[config.mk]
export PLATFORM = sky130hd
export DESIGN_NAME = circular_fifo_with_peek_flat
export DESIGN_NICKNAME = d
export VERILOG_FILES = /design/src/rtl/cfwp_pkg.sv /design/src/rtl/cfwp_if.sv /design/src/rtl/cfwp_front.sv /design/src/rtl/cfwp_cmd_queue.sv /design/src/rtl/cfwp_back.sv /design/src/rtl/circular_fifo_with_peek.sv /design/src/flat_wrapper.sv
export SDC_FILE = /design/constraint.sdc
export NUM_CORES = 1
export LEC_CHECK = 0
export ABC_AREA = 1
export CORE_ASPECT_RATIO = 1.75
export CORE_MARGIN = 5
export CORE_UTILIZATION = 48
export DETAILED_ROUTE_END_ITERATION = 8
export DONT_BUFFER_PORTS = 1
export PLACE_DENSITY_LB_ADDON = 0.05
export SLEW_MARGIN = 20
export SYNTH_ARGS = -nofsm -noshare
export SYNTH_HDL_FRONTEND = slang
export SYNTH_SLANG_ARGS = --single-unit
[constraint.sdc]
create_clock -name clk -period 4.32 [get_ports clk]
set_clock_uncertainty 0.05 [all_clocks]
set_input_delay 0.432 -clock clk [delete_from_list [all_inputs] [get_ports clk]]
set_output_delay 0.432 -clock clk [all_outputs]
set_load 0.02 [all_outputs]
[src/rtl/cfwp_pkg.sv]
// ----------------------------------------------------------------------------
// cfwp_pkg: shared definitions for the circular FIFO with peek
// Widths, request and status codes, and the classified command format.
// ----------------------------------------------------------------------------
`default_nettype none

package cfwp_pkg;

  localparam int DEPTH_DEF     = 16;
  localparam int WORD_BITS_DEF = 32;

  localparam int REQ_W    = 3;
  localparam int CAP_W    = 5;
  localparam int CAP_MAX  = (2 ** CAP_W) - 1;
  localparam int PEEK_W   = 5;
  localparam int MAX_PEEK = 16;
  localparam int STATUS_W = 2;

  localparam int QUEUE_DEPTH = 2;

  typedef enum logic [REQ_W-1:0] {
    REQ_ENQUEUE   = 3'd0,
    REQ_DEQUEUE   = 3'd1,
    REQ_PEEK_HEAD = 3'd2,
    REQ_PEEK_TAIL = 3'd3,
    REQ_CLEAR     = 3'd4
  } req_t;

  typedef enum logic [STATUS_W-1:0] {
    ST_DONE  = 2'd0,
    ST_FULL  = 2'd1,
    ST_EMPTY = 2'd2
  } status_t;

  typedef enum logic [2:0] {
    OP_ENQUEUE,
    OP_DEQUEUE,
    OP_PEEK_HEAD,
    OP_PEEK_TAIL,
    OP_CLEAR,
    OP_NOP
  } op_t;

  typedef struct packed {
    op_t               op;
    logic [PEEK_W-1:0] count;
  } cmd_ctl_t;

endpackage

`default_nettype wire

[src/rtl/cfwp_if.sv]
// ----------------------------------------------------------------------------
// cfwp_if: channel interfaces of the circular FIFO with peek
// Request, result and capacity write channels with valid/ready handshakes.
// ----------------------------------------------------------------------------
`default_nettype none

interface cfwp_item_if #(
  parameter int WORD_BITS = cfwp_pkg::WORD_BITS_DEF
);
  import cfwp_pkg::*;

  logic                 valid;
  logic                 ready;
  logic [REQ_W-1:0]     req_type;
  logic [WORD_BITS-1:0] word_in;
  logic [PEEK_W-1:0]    peek_count;

  modport source (output valid, output req_type, output word_in, output peek_count,
                  input ready);
  modport sink (input valid, input req_type, input word_in, input peek_count,
                output ready);
endinterface

interface cfwp_result_if #(
  parameter int WORD_BITS = cfwp_pkg::WORD_BITS_DEF
);
  import cfwp_pkg::*;

  logic                 valid;
  logic                 ready;
  logic [STATUS_W-1:0]  status;
  logic [WORD_BITS-1:0] word_out;
  logic [CAP_W-1:0]     fill_level;
  logic                 last;

  modport source (output valid, output status, output word_out, output fill_level,
                  output last, input ready);
  modport sink (input valid, input status, input word_out, input fill_level,
                input last, output ready);
endinterface

interface cfwp_cfg_if;
  import cfwp_pkg::*;

  logic             valid;
  logic             ready;
  logic [CAP_W-1:0] capacity;

  modport source (output valid, output capacity, input ready);
  modport sink (input valid, input capacity, output ready);
endinterface

`default_nettype wire

[src/rtl/cfwp_front.sv]
// ----------------------------------------------------------------------------
// cfwp_front: request intake
// Accepts requests, decodes the request code and normalizes the peek count.
// ----------------------------------------------------------------------------
`default_nettype none

module cfwp_front #(
  parameter int WORD_BITS = cfwp_pkg::WORD_BITS_DEF
) (
  cfwp_item_if.sink            item,
  input  logic                 cmdq_full,
  output logic                 push,
  output cfwp_pkg::cmd_ctl_t   push_ctl,
  output logic [WORD_BITS-1:0] push_word
);
  import cfwp_pkg::*;

  localparam logic [PEEK_W-1:0] PEEK_TOP = PEEK_W'(MAX_PEEK);

  assign item.ready = !cmdq_full;
  assign push       = item.valid && !cmdq_full;
  assign push_word  = item.word_in;

  always_comb begin
    case (req_t'(item.req_type))
      REQ_ENQUEUE:   push_ctl.op = OP_ENQUEUE;
      REQ_DEQUEUE:   push_ctl.op = OP_DEQUEUE;
      REQ_PEEK_HEAD: push_ctl.op = OP_PEEK_HEAD;
      REQ_PEEK_TAIL: push_ctl.op = OP_PEEK_TAIL;
      REQ_CLEAR:     push_ctl.op = OP_CLEAR;
      default:       push_ctl.op = OP_NOP;
    endcase
    if (item.peek_count == '0) begin
      push_ctl.count = PEEK_W'(1);
    end else if (item.peek_count > PEEK_TOP) begin
      push_ctl.count = PEEK_TOP;
    end else begin
      push_ctl.count = item.peek_count;
    end
  end

endmodule

`default_nettype wire

[src/rtl/cfwp_cmd_queue.sv]
// ----------------------------------------------------------------------------
// cfwp_cmd_queue: command queue between intake and execution
// A short first-in first-out buffer of decoded commands.
// ----------------------------------------------------------------------------
`default_nettype none

module cfwp_cmd_queue #(
  parameter int WORD_BITS = cfwp_pkg::WORD_BITS_DEF
) (
  input  logic                 clk,
  input  logic                 rst,
  input  logic                 push,
  input  cfwp_pkg::cmd_ctl_t   push_ctl,
  input  logic [WORD_BITS-1:0] push_word,
  output logic                 full,
  input  logic                 pop,
  output logic                 cmd_valid,
  output cfwp_pkg::cmd_ctl_t   cmd_ctl,
  output logic [WORD_BITS-1:0] cmd_word
);
  import cfwp_pkg::*;

  localparam int QP_W = (QUEUE_DEPTH > 1) ? $clog2(QUEUE_DEPTH) : 1;
  localparam int QC_W = $clog2(QUEUE_DEPTH + 1);
  localparam logic [QP_W-1:0] LAST_SLOT = QP_W'(QUEUE_DEPTH - 1);
  localparam logic [QC_W-1:0] FULL_FILL = QC_W'(QUEUE_DEPTH);

  cmd_ctl_t             ctl_q  [QUEUE_DEPTH];
  logic [WORD_BITS-1:0] word_q [QUEUE_DEPTH];
  logic [QP_W-1:0]      wr_ptr;
  logic [QP_W-1:0]      rd_ptr;
  logic [QC_W-1:0]      fill;

  assign full      = (fill == FULL_FILL);
  assign cmd_valid = (fill != '0);
  assign cmd_ctl   = ctl_q[rd_ptr];
  assign cmd_word  = word_q[rd_ptr];

  always_ff @(posedge clk) begin
    if (push) begin
      ctl_q[wr_ptr]  <= push_ctl;
      word_q[wr_ptr] <= push_word;
    end
  end

  always_ff @(posedge clk) begin
    if (rst) begin
      wr_ptr <= '0;
      rd_ptr <= '0;
      fill   <= '0;
    end else begin
      if (push) begin
        wr_ptr <= (wr_ptr == LAST_SLOT) ? '0 : wr_ptr + QP_W'(1);
      end
      if (pop) begin
        rd_ptr <= (rd_ptr == LAST_SLOT) ? '0 : rd_ptr + QP_W'(1);
      end
      if (push && !pop) begin
        fill <= fill + QC_W'(1);
      end else if (pop && !push) begin
        fill <= fill - QC_W'(1);
      end
    end
  end

endmodule

`default_nettype wire

[src/rtl/cfwp_back.sv]
// ----------------------------------------------------------------------------
// cfwp_back: command execution
// Holds the ring storage, pointers and capacity, and produces the results.
// ----------------------------------------------------------------------------
`default_nettype none

module cfwp_back #(
  parameter int DEPTH     = cfwp_pkg::DEPTH_DEF,
  parameter int WORD_BITS = cfwp_pkg::WORD_BITS_DEF
) (
  input  logic                 clk,
  input  logic                 rst,
  input  logic                 cmd_valid,
  input  cfwp_pkg::cmd_ctl_t   cmd_ctl,
  input  logic [WORD_BITS-1:0] cmd_word,
  output logic                 pop,
  cfwp_result_if.source        result,
  cfwp_cfg_if.sink             cfg
);
  import cfwp_pkg::*;

  localparam int PTR_W = $clog2(DEPTH);
  localparam int AW    = ((PTR_W > CAP_W) ? PTR_W : CAP_W) + 1;
  localparam logic [CAP_W-1:0] CAP_TOP = CAP_W'((DEPTH > CAP_MAX) ? CAP_MAX : DEPTH);

  typedef enum logic {
    S_IDLE,
    S_READ
  } state_t;

  function automatic logic [PTR_W-1:0] advance(input logic [PTR_W-1:0] p,
                                                input logic [CAP_W-1:0] cap_v);
    logic [AW-1:0] s;
    s = AW'(p) + AW'(1);
    return (s >= AW'(cap_v)) ? '0 : s[PTR_W-1:0];
  endfunction

  logic [WORD_BITS-1:0] mem [DEPTH];
  logic [WORD_BITS-1:0] rdata;

  state_t               state;
  logic [PTR_W-1:0]     head;
  logic [PTR_W-1:0]     tail;
  logic [CAP_W-1:0]     count;
  logic [CAP_W-1:0]     cap;
  logic [PTR_W-1:0]     rd_ptr;
  logic [PEEK_W-1:0]    remain;

  logic                 res_valid;
  status_t              res_status;
  logic [WORD_BITS-1:0] res_word;
  logic [CAP_W-1:0]     res_fill;
  logic                 res_last;

  logic                 can_load;
  logic                 is_full;
  logic                 is_empty;
  logic [PTR_W-1:0]     tail_prev;
  logic [AW-1:0]        tail_prev_wide;
  logic                 mem_we;
  logic                 mem_re;
  logic [PTR_W-1:0]     mem_raddr;
  logic [CAP_W-1:0]     cap_clamped;
  logic [PEEK_W-1:0]    peek_n;

  assign result.valid      = res_valid;
  assign result.status     = res_status;
  assign result.word_out   = res_word;
  assign result.fill_level = res_fill;
  assign result.last       = res_last;
  assign cfg.ready         = 1'b1;

  assign can_load       = !res_valid || result.ready;
  assign is_full        = (count >= cap);
  assign is_empty       = (count == '0);
  assign pop            = (state == S_IDLE) && cmd_valid && can_load;
  assign tail_prev_wide = (tail == '0) ? (AW'(cap) - AW'(1)) : (AW'(tail) - AW'(1));
  assign tail_prev      = tail_prev_wide[PTR_W-1:0];
  assign peek_n         = (PEEK_W'(count) < cmd_ctl.count) ? PEEK_W'(count) : cmd_ctl.count;
  assign mem_we         = pop && (cmd_ctl.op == OP_ENQUEUE) && !is_full;

  always_comb begin
    if (cfg.capacity == '0) begin
      cap_clamped = CAP_W'(1);
    end else if (cfg.capacity > CAP_TOP) begin
      cap_clamped = CAP_TOP;
    end else begin
      cap_clamped = cfg.capacity;
    end
  end

  always_comb begin
    mem_re    = 1'b0;
    mem_raddr = head;
    if (pop && !is_empty) begin
      case (cmd_ctl.op)
        OP_DEQUEUE, OP_PEEK_HEAD: begin
          mem_re = 1'b1;
        end
        OP_PEEK_TAIL: begin
          mem_re    = 1'b1;
          mem_raddr = tail_prev;
        end
        default: begin
          mem_re = 1'b0;
        end
      endcase
    end else if ((state == S_READ) && can_load && (remain != PEEK_W'(1))) begin
      mem_re    = 1'b1;
      mem_raddr = advance(rd_ptr, cap);
    end
  end

  always_ff @(posedge clk) begin
    if (mem_we) begin
      mem[tail] <= cmd_word;
    end
    if (mem_re) begin
      rdata <= mem[mem_raddr];
    end
  end

  always_ff @(posedge clk) begin
    if (rst) begin
      state     <= S_IDLE;
      head      <= '0;
      tail      <= '0;
      count     <= '0;
      cap       <= CAP_TOP;
      res_valid <= 1'b0;
    end else begin
      if (res_valid && result.ready) begin
        res_valid <= 1'b0;
      end
      case (state)
        S_IDLE: begin
          if (pop) begin
            res_status <= ST_DONE;
            res_word   <= '0;
            res_fill   <= count;
            res_last   <= 1'b1;
            case (cmd_ctl.op)
              OP_ENQUEUE: begin
                res_valid <= 1'b1;
                if (is_full) begin
                  res_status <= ST_FULL;
                end else begin
                  tail     <= advance(tail, cap);
                  count    <= count + CAP_W'(1);
                  res_fill <= count + CAP_W'(1);
                end
              end
              OP_DEQUEUE: begin
                if (is_empty) begin
                  res_valid  <= 1'b1;
                  res_status <= ST_EMPTY;
                end else begin
                  head   <= advance(head, cap);
                  count  <= count - CAP_W'(1);
                  rd_ptr <= head;
                  remain <= PEEK_W'(1);
                  state  <= S_READ;
                end
              end
              OP_PEEK_HEAD: begin
                if (is_empty) begin
                  res_valid  <= 1'b1;
                  res_status <= ST_EMPTY;
                end else begin
                  rd_ptr <= head;
                  remain <= peek_n;
                  state  <= S_READ;
                end
              end
              OP_PEEK_TAIL: begin
                if (is_empty) begin
                  res_valid  <= 1'b1;
                  res_status <= ST_EMPTY;
                end else begin
                  rd_ptr <= tail_prev;
                  remain <= PEEK_W'(1);
                  state  <= S_READ;
                end
              end
              OP_CLEAR: begin
                res_valid <= 1'b1;
                head      <= '0;
                tail      <= '0;
                count     <= '0;
                res_fill  <= '0;
              end
              default: begin
                res_valid <= 1'b1;
              end
            endcase
          end
        end
        S_READ: begin
          if (can_load) begin
            res_valid  <= 1'b1;
            res_status <= ST_DONE;
            res_word   <= rdata;
            res_fill   <= count;
            res_last   <= (remain == PEEK_W'(1));
            if (remain == PEEK_W'(1)) begin
              state <= S_IDLE;
            end else begin
              remain <= remain - PEEK_W'(1);
              rd_ptr <= advance(rd_ptr, cap);
            end
          end
        end
        default: begin
          state <= S_IDLE;
        end
      endcase
      if (cfg.valid) begin
        cap   <= cap_clamped;
        head  <= '0;
        tail  <= '0;
        count <= '0;
      end
    end
  end

endmodule

`default_nettype wire

[src/rtl/circular_fifo_with_peek.sv]
// ----------------------------------------------------------------------------
// circular_fifo_with_peek: ring-buffer FIFO with peek requests
// Channel         Dir  Handshake     Payload
// item            in   valid/ready   req_type, word_in, peek_count
// result          out  valid/ready   status, word_out, fill_level, last
// cfg             in   valid/ready   capacity (ready is always high)
//
// Enqueue, clear and rejected requests are answered directly by the
// execution stage; dequeue and peek requests go through a read state that
// returns their words one at a time from the registered read port of the
// storage. A two-entry command queue sits between intake and execution;
// execution holds while a result waits and intake runs until the queue fills.
// Synchronous reset empties the FIFO and sets capacity to min(DEPTH, CAP_MAX).
// ----------------------------------------------------------------------------
`default_nettype none

module circular_fifo_with_peek #(
  parameter int DEPTH     = cfwp_pkg::DEPTH_DEF,
  parameter int WORD_BITS = cfwp_pkg::WORD_BITS_DEF
) (
  input logic           clk,
  input logic           rst,
  cfwp_item_if.sink     item,
  cfwp_result_if.source result,
  cfwp_cfg_if.sink      cfg
);
  import cfwp_pkg::*;

  logic                 push;
  cmd_ctl_t             push_ctl;
  logic [WORD_BITS-1:0] push_word;
  logic                 cmdq_full;
  logic                 pop;
  logic                 cmd_valid;
  cmd_ctl_t             cmd_ctl;
  logic [WORD_BITS-1:0] cmd_word;

  cfwp_front #(
    .WORD_BITS (WORD_BITS)
  ) u_front (
    .item      (item),
    .cmdq_full (cmdq_full),
    .push      (push),
    .push_ctl  (push_ctl),
    .push_word (push_word)
  );

  cfwp_cmd_queue #(
    .WORD_BITS (WORD_BITS)
  ) u_queue (
    .clk       (clk),
    .rst       (rst),
    .push      (push),
    .push_ctl  (push_ctl),
    .push_word (push_word),
    .full      (cmdq_full),
    .pop       (pop),
    .cmd_valid (cmd_valid),
    .cmd_ctl   (cmd_ctl),
    .cmd_word  (cmd_word)
  );

  cfwp_back #(
    .DEPTH     (DEPTH),
    .WORD_BITS (WORD_BITS)
  ) u_back (
    .clk       (clk),
    .rst       (rst),
    .cmd_valid (cmd_valid),
    .cmd_ctl   (cmd_ctl),
    .cmd_word  (cmd_word),
    .pop       (pop),
    .result    (result),
    .cfg       (cfg)
  );

endmodule

`default_nettype wire
[src/flat_wrapper.sv]
// flat-port wrapper written by rule: the top's interface ports become plain ports
module circular_fifo_with_peek_flat import cfwp_pkg::*;
#(
  parameter int DEPTH     = cfwp_pkg::DEPTH_DEF,
  parameter int WORD_BITS = cfwp_pkg::WORD_BITS_DEF
)
  (clk, rst, item_valid, item_req_type, item_word_in, item_peek_count, item_ready, result_valid, result_status, result_word_out, result_fill_level, result_last, result_ready, cfg_valid, cfg_capacity, cfg_ready);
  cfwp_item_if #(.WORD_BITS(WORD_BITS)) item_i ();
  cfwp_result_if #(.WORD_BITS(WORD_BITS)) result_i ();
  cfwp_cfg_if cfg_i ();
  input logic clk;
  input logic rst;
  input wire logic [$bits(item_i.valid)-1:0] item_valid;
  input wire logic [$bits(item_i.req_type)-1:0] item_req_type;
  input wire logic [$bits(item_i.word_in)-1:0] item_word_in;
  input wire logic [$bits(item_i.peek_count)-1:0] item_peek_count;
  output wire logic [$bits(item_i.ready)-1:0] item_ready;
  output wire logic [$bits(result_i.valid)-1:0] result_valid;
  output wire logic [$bits(result_i.status)-1:0] result_status;
  output wire logic [$bits(result_i.word_out)-1:0] result_word_out;
  output wire logic [$bits(result_i.fill_level)-1:0] result_fill_level;
  output wire logic [$bits(result_i.last)-1:0] result_last;
  input wire logic [$bits(result_i.ready)-1:0] result_ready;
  input wire logic [$bits(cfg_i.valid)-1:0] cfg_valid;
  input wire logic [$bits(cfg_i.capacity)-1:0] cfg_capacity;
  output wire logic [$bits(cfg_i.ready)-1:0] cfg_ready;
  assign item_i.valid = item_valid;
  assign item_i.req_type = item_req_type;
  assign item_i.word_in = item_word_in;
  assign item_i.peek_count = item_peek_count;
  assign item_ready = item_i.ready;
  assign result_valid = result_i.valid;
  assign result_status = result_i.status;
  assign result_word_out = result_i.word_out;
  assign result_fill_level = result_i.fill_level;
  assign result_last = result_i.last;
  assign result_i.ready = result_ready;
  assign cfg_i.valid = cfg_valid;
  assign cfg_i.capacity = cfg_capacity;
  assign cfg_ready = cfg_i.ready;
  circular_fifo_with_peek #(.DEPTH(DEPTH), .WORD_BITS(WORD_BITS)) u_core (.clk(clk), .rst(rst), .item(item_i), .result(result_i), .cfg(cfg_i));
endmodule
==> results.md <==
- Sequential Power Share: 41.7%
- Critical path's top delay family: compound AO/OA/AOI/OAI gates
- Critical path buffer and inverter count: 1
- TNS Setup: 0 ns
- Gate Count Post-Synth: ~2.8k
- Reg2reg setup slack: roughly 0.67 ns
- CP Capture Type: register
- Post-synth ARST share: 0%
- Pint: about 0.014 W
- Clock power frac: 26.0%
- Pin count of the biggest net entering global routing: 137
- Mean Syn Cell Area: 10.9 um^2
- Max-cap viol count: 0
- Worst Path Arrival: roughly 4 ns
- Worst IR Drop VDD: between 0.5 and 0.6 mV
- Slew HR: between 40% and 50%
- Die Y: roughly 340 um
- Wire per inst: around 22 um
- Final Critical Period: between 3 and 4 ns
- Gr usage total: a little under a quarter
- Combinational share of power: about 32%
- Number of fill cells: 5339
- Vias/cell: roughly 5.4
- PD cells: about 630 nW/um^2
- Post-route clock period utilization: a little over four fifths
- P&R area growth vs syn: 11.7%
- RSZ-0062 raised after global routing: false
- Total CTS buffers: 66
- Switch Pwr: a little under 0.008 W
- Share of layout cells above drive strength 1: 6.73%
- Final GP Congestion: 0.832
- H-tree depth: 3
- Worst path cell trace: ha_1 -> xor2_1 -> ha_1 -> nand2_1 -> nand2_1 -> nand2_1 -> nand2_1 -> nor2_2 -> nand2_1 -> o211ai_1 -> a21boi_4 -> buf_4 -> nand3_1 -> nand2_1
- Initial DRC Count: roughly 1.6k
- Synth warn: 0
- Number of synthesized flops with an enable pin: a little under 700
- Hold Path Depth: 2
- # rows: around 120
- Register area share after synthesis: just under 70%
- Max FO, Critical Path: 10
- Die area: roughly 69000 um^2
- Vias: 20.1k
- Max Fclk: approximately 270 MHz
- HP Class: primary input to register
- Crit-path slowest cell: a21boi_4
- I/O Pins: between 90 and 100
- Type of origin of the critical path: register
- R2R depth: 14
- Kind of critical path: register to register
- Core Region: roughly 63000 um^2
- Worst-Skew Late Latency: around 0.61 ns
- Routed Antenna Nets: 0
- HPWL Detailed: between 40 and 50 mm
- Worst slew pin tran: a little over 0.8 ns
- Multi-input logic area: 7730 um^2
- CTS tree: done
- Most numerous cell on the critical path: nand2_1
- Main flop type after synthesis: edfxtp_1
- Levels on crit path: 14
- Power consumption: 0.0216 W
- Die width: 201 um
- Worst path required time: about 4.7 ns
- DRC viols: 0
- Overflow after GRT: 0
- Clk sink count: 698
- Vias in the first global route: between 15k and 20k
- Area of the mapped netlist: 30700 um^2
- PortBufs: 0
- Post-Synthesis Net Count: around 2.9k
- Run status: finished, final reports clean
- Setup violations, final: 0
- CP peak stage delay: between 0.6 and 0.7 ns
- FF/Latch Area: 20700 um^2
- Starting density of the core: 48.5%
- Synthesis-stage register bit count: approximately 700
- Clock Pin Slew Worst Setup and Hold Paths: 0.06 ns
- Lkg Pwr: 13.9 nW
- Drt first pass iters: 7
- Max Slew Vio Count: 0
- Layout net count: approximately 3k
- Clk buf depth: 3
- DRT Wirelength: between 80 and 90 mm
- Distinct cells, synth: 39
- Final Hold Viols: 0
- Antenna violations before repair: 2
- Sw Ratio: a little under two fifths
- Setup bufs post-CTS: 0
- First-pass GRT wire length: 122 mm
- CTS root buf: clkbuf_16
==> cells in the final DEF (no fill, tap or decap), drive strengths merged, types with 4 or more instances in the layout <==
cell type	count
edfxtp	673
nand3	607
nand2	585
inv	464
nand3b	98
clkbuf	90
buf	60
nor2	52
dlygate4sd3	41
a21oi	38
ha	37
o21ai	37
dfxtp	25
clkinv	23
xor2	11
o211ai	10
nand4	8
o22ai	6
mux2i	4
nor3	4
a31oi	4
==> layer usage <==
metal | routed length (um) | GRT usage [%] | up-vias
met3 | 4300 | 3.33 | 126
met5 | 0 | 0 | -
li1 | - | - | 9587
met4 | 1820 | 6.62 | 0
met2 | 41900 | 41.7 | 583
met1 | 32800 | 29.5 | 9819
==> logic make-up after synthesis <==
| logic type | Yosys count | synth area share [%] |
|---|---|---|
| muxes | 5 | 0.167 |
| other | 1 | 0.0122 |
| xor gates and xnor gates | 11 | 0.314 |
| AOI/OAI and AO/OA | 106 | 1.96 |
| DFF | 698 | 67.5 |
| and+or+nand+nor | 1357 | 20.5 |
| buffers and inverters | 612 | 8.06 |
| adders and majority gates | 37 | 1.51 |
==> metrics by stage <==
step / cells / util [%] / area [um^2] / setup slack (ns) / hold slack [ns]
floorplan: 2827 / - / 30700 / 0.722 / 0.391
global placement: 3546 / 50.3 / 31800 / 0.757 / 0.396
detailed placement: 3546 / 50.3 / 31800 / 0.753 / 0.403
CTS: 3702 / 54.1 / 34300 / 0.732 / 0.0311
global route: 3702 / 54.1 / 34300 / 0.483 / 0.0529
finish: 3704 / 54.1 / 34300 / 0.671 / 0.0422
==> cell usage after synthesis (5+ instances only) <==
library cell / count / area share, %
edfxtp_1: 673 / 66
nand3_1: 603 / 9.8
nand2_1: 582 / 7.1
inv_1: 460 / 5.6
buf_2: 124 / 2.0
nand3b_1: 98 / 2.4
nor2_1: 47 / 0.57
a21oi_1: 38 / 0.62
ha_1: 37 / 1.5
o21ai_0: 34 / 0.55
dfxtp_1: 25 / 1.6
clkbuf_1: 13 / 0.16
xor2_1: 11 / 0.31
o211ai_1: 10 / 0.24
nand4_1: 8 / 0.16
buf_4: 6 / 0.15
o22ai_1: 6 / 0.12
nor2_2: 5 / 0.10
==> state kept, by name, indices dropped and copies added, names as in the netlist, 2 cells and up, named ones only <==
register	cells
u_core.u_back.result.word_out	32
u_core.u_queue.ctl_q	16
u_core.u_back.result.fill_level	5
u_core.u_back.mem	512
u_core.u_back.tail	4
u_core.u_back.result.status	2
u_core.u_queue.fill	2
u_core.u_back.rd_ptr	4
u_core.u_back.remain	5
u_core.u_queue.word_q	64
u_core.u_back.cap	5
u_core.u_back.head	4
u_core.u_back.count	5
u_core.u_back.rdata	32
==> power groups by stage <==
stage / Clock, W / Sequential (W) / Combinational (W)
2_1_floorplan: 0 / 0.00904 / 0.00481
3_3_place_gp: 0 / 0.00917 / 0.00688
3_5_place_dp: 0 / 0.00917 / 0.00698
4_1_cts: 0.00576 / 0.00903 / 0.00703
5_1_grt: 0.00604 / 0.00906 / 0.00777
6_report: 0.00563 / 0.00902 / 0.00699
==> final cells by class <==
cell class              instances  area share [%]
inverters                     465            5.09
multi-input cells            1517            22.5
clock buffers                  90            5.38
well taps                     806            2.94
clock inverters                25           0.587
diodes                          2          0.0146
flip-flops and latches        698            60.4
repair buffers                101            3.06
==> repair_timing <==
item / 4_1_cts / 5_1_grt
hold buffers: 41 / 0
resized for setup: 0 / 0
setup endpoints to repair: 0 / 0
endpoints found under the hold margin: 86 / 0
==> final timing paths <==
| path | from | end |
|---|---|---|
| setup reg to reg | u_core.u_back.rd_ptr[0] | u_core.u_back.rdata[6] |
| hold reg to reg | u_core.u_back.cap[4] | u_core.u_back.cap[4] |
| hold / removal | cfg_capacity[1] | u_core.u_back.cap[1] |
| setup / recovery | u_core.u_back.rd_ptr[0] | u_core.u_back.rdata[6] |
Note: power is estimated with default switching activity, not from simulation.
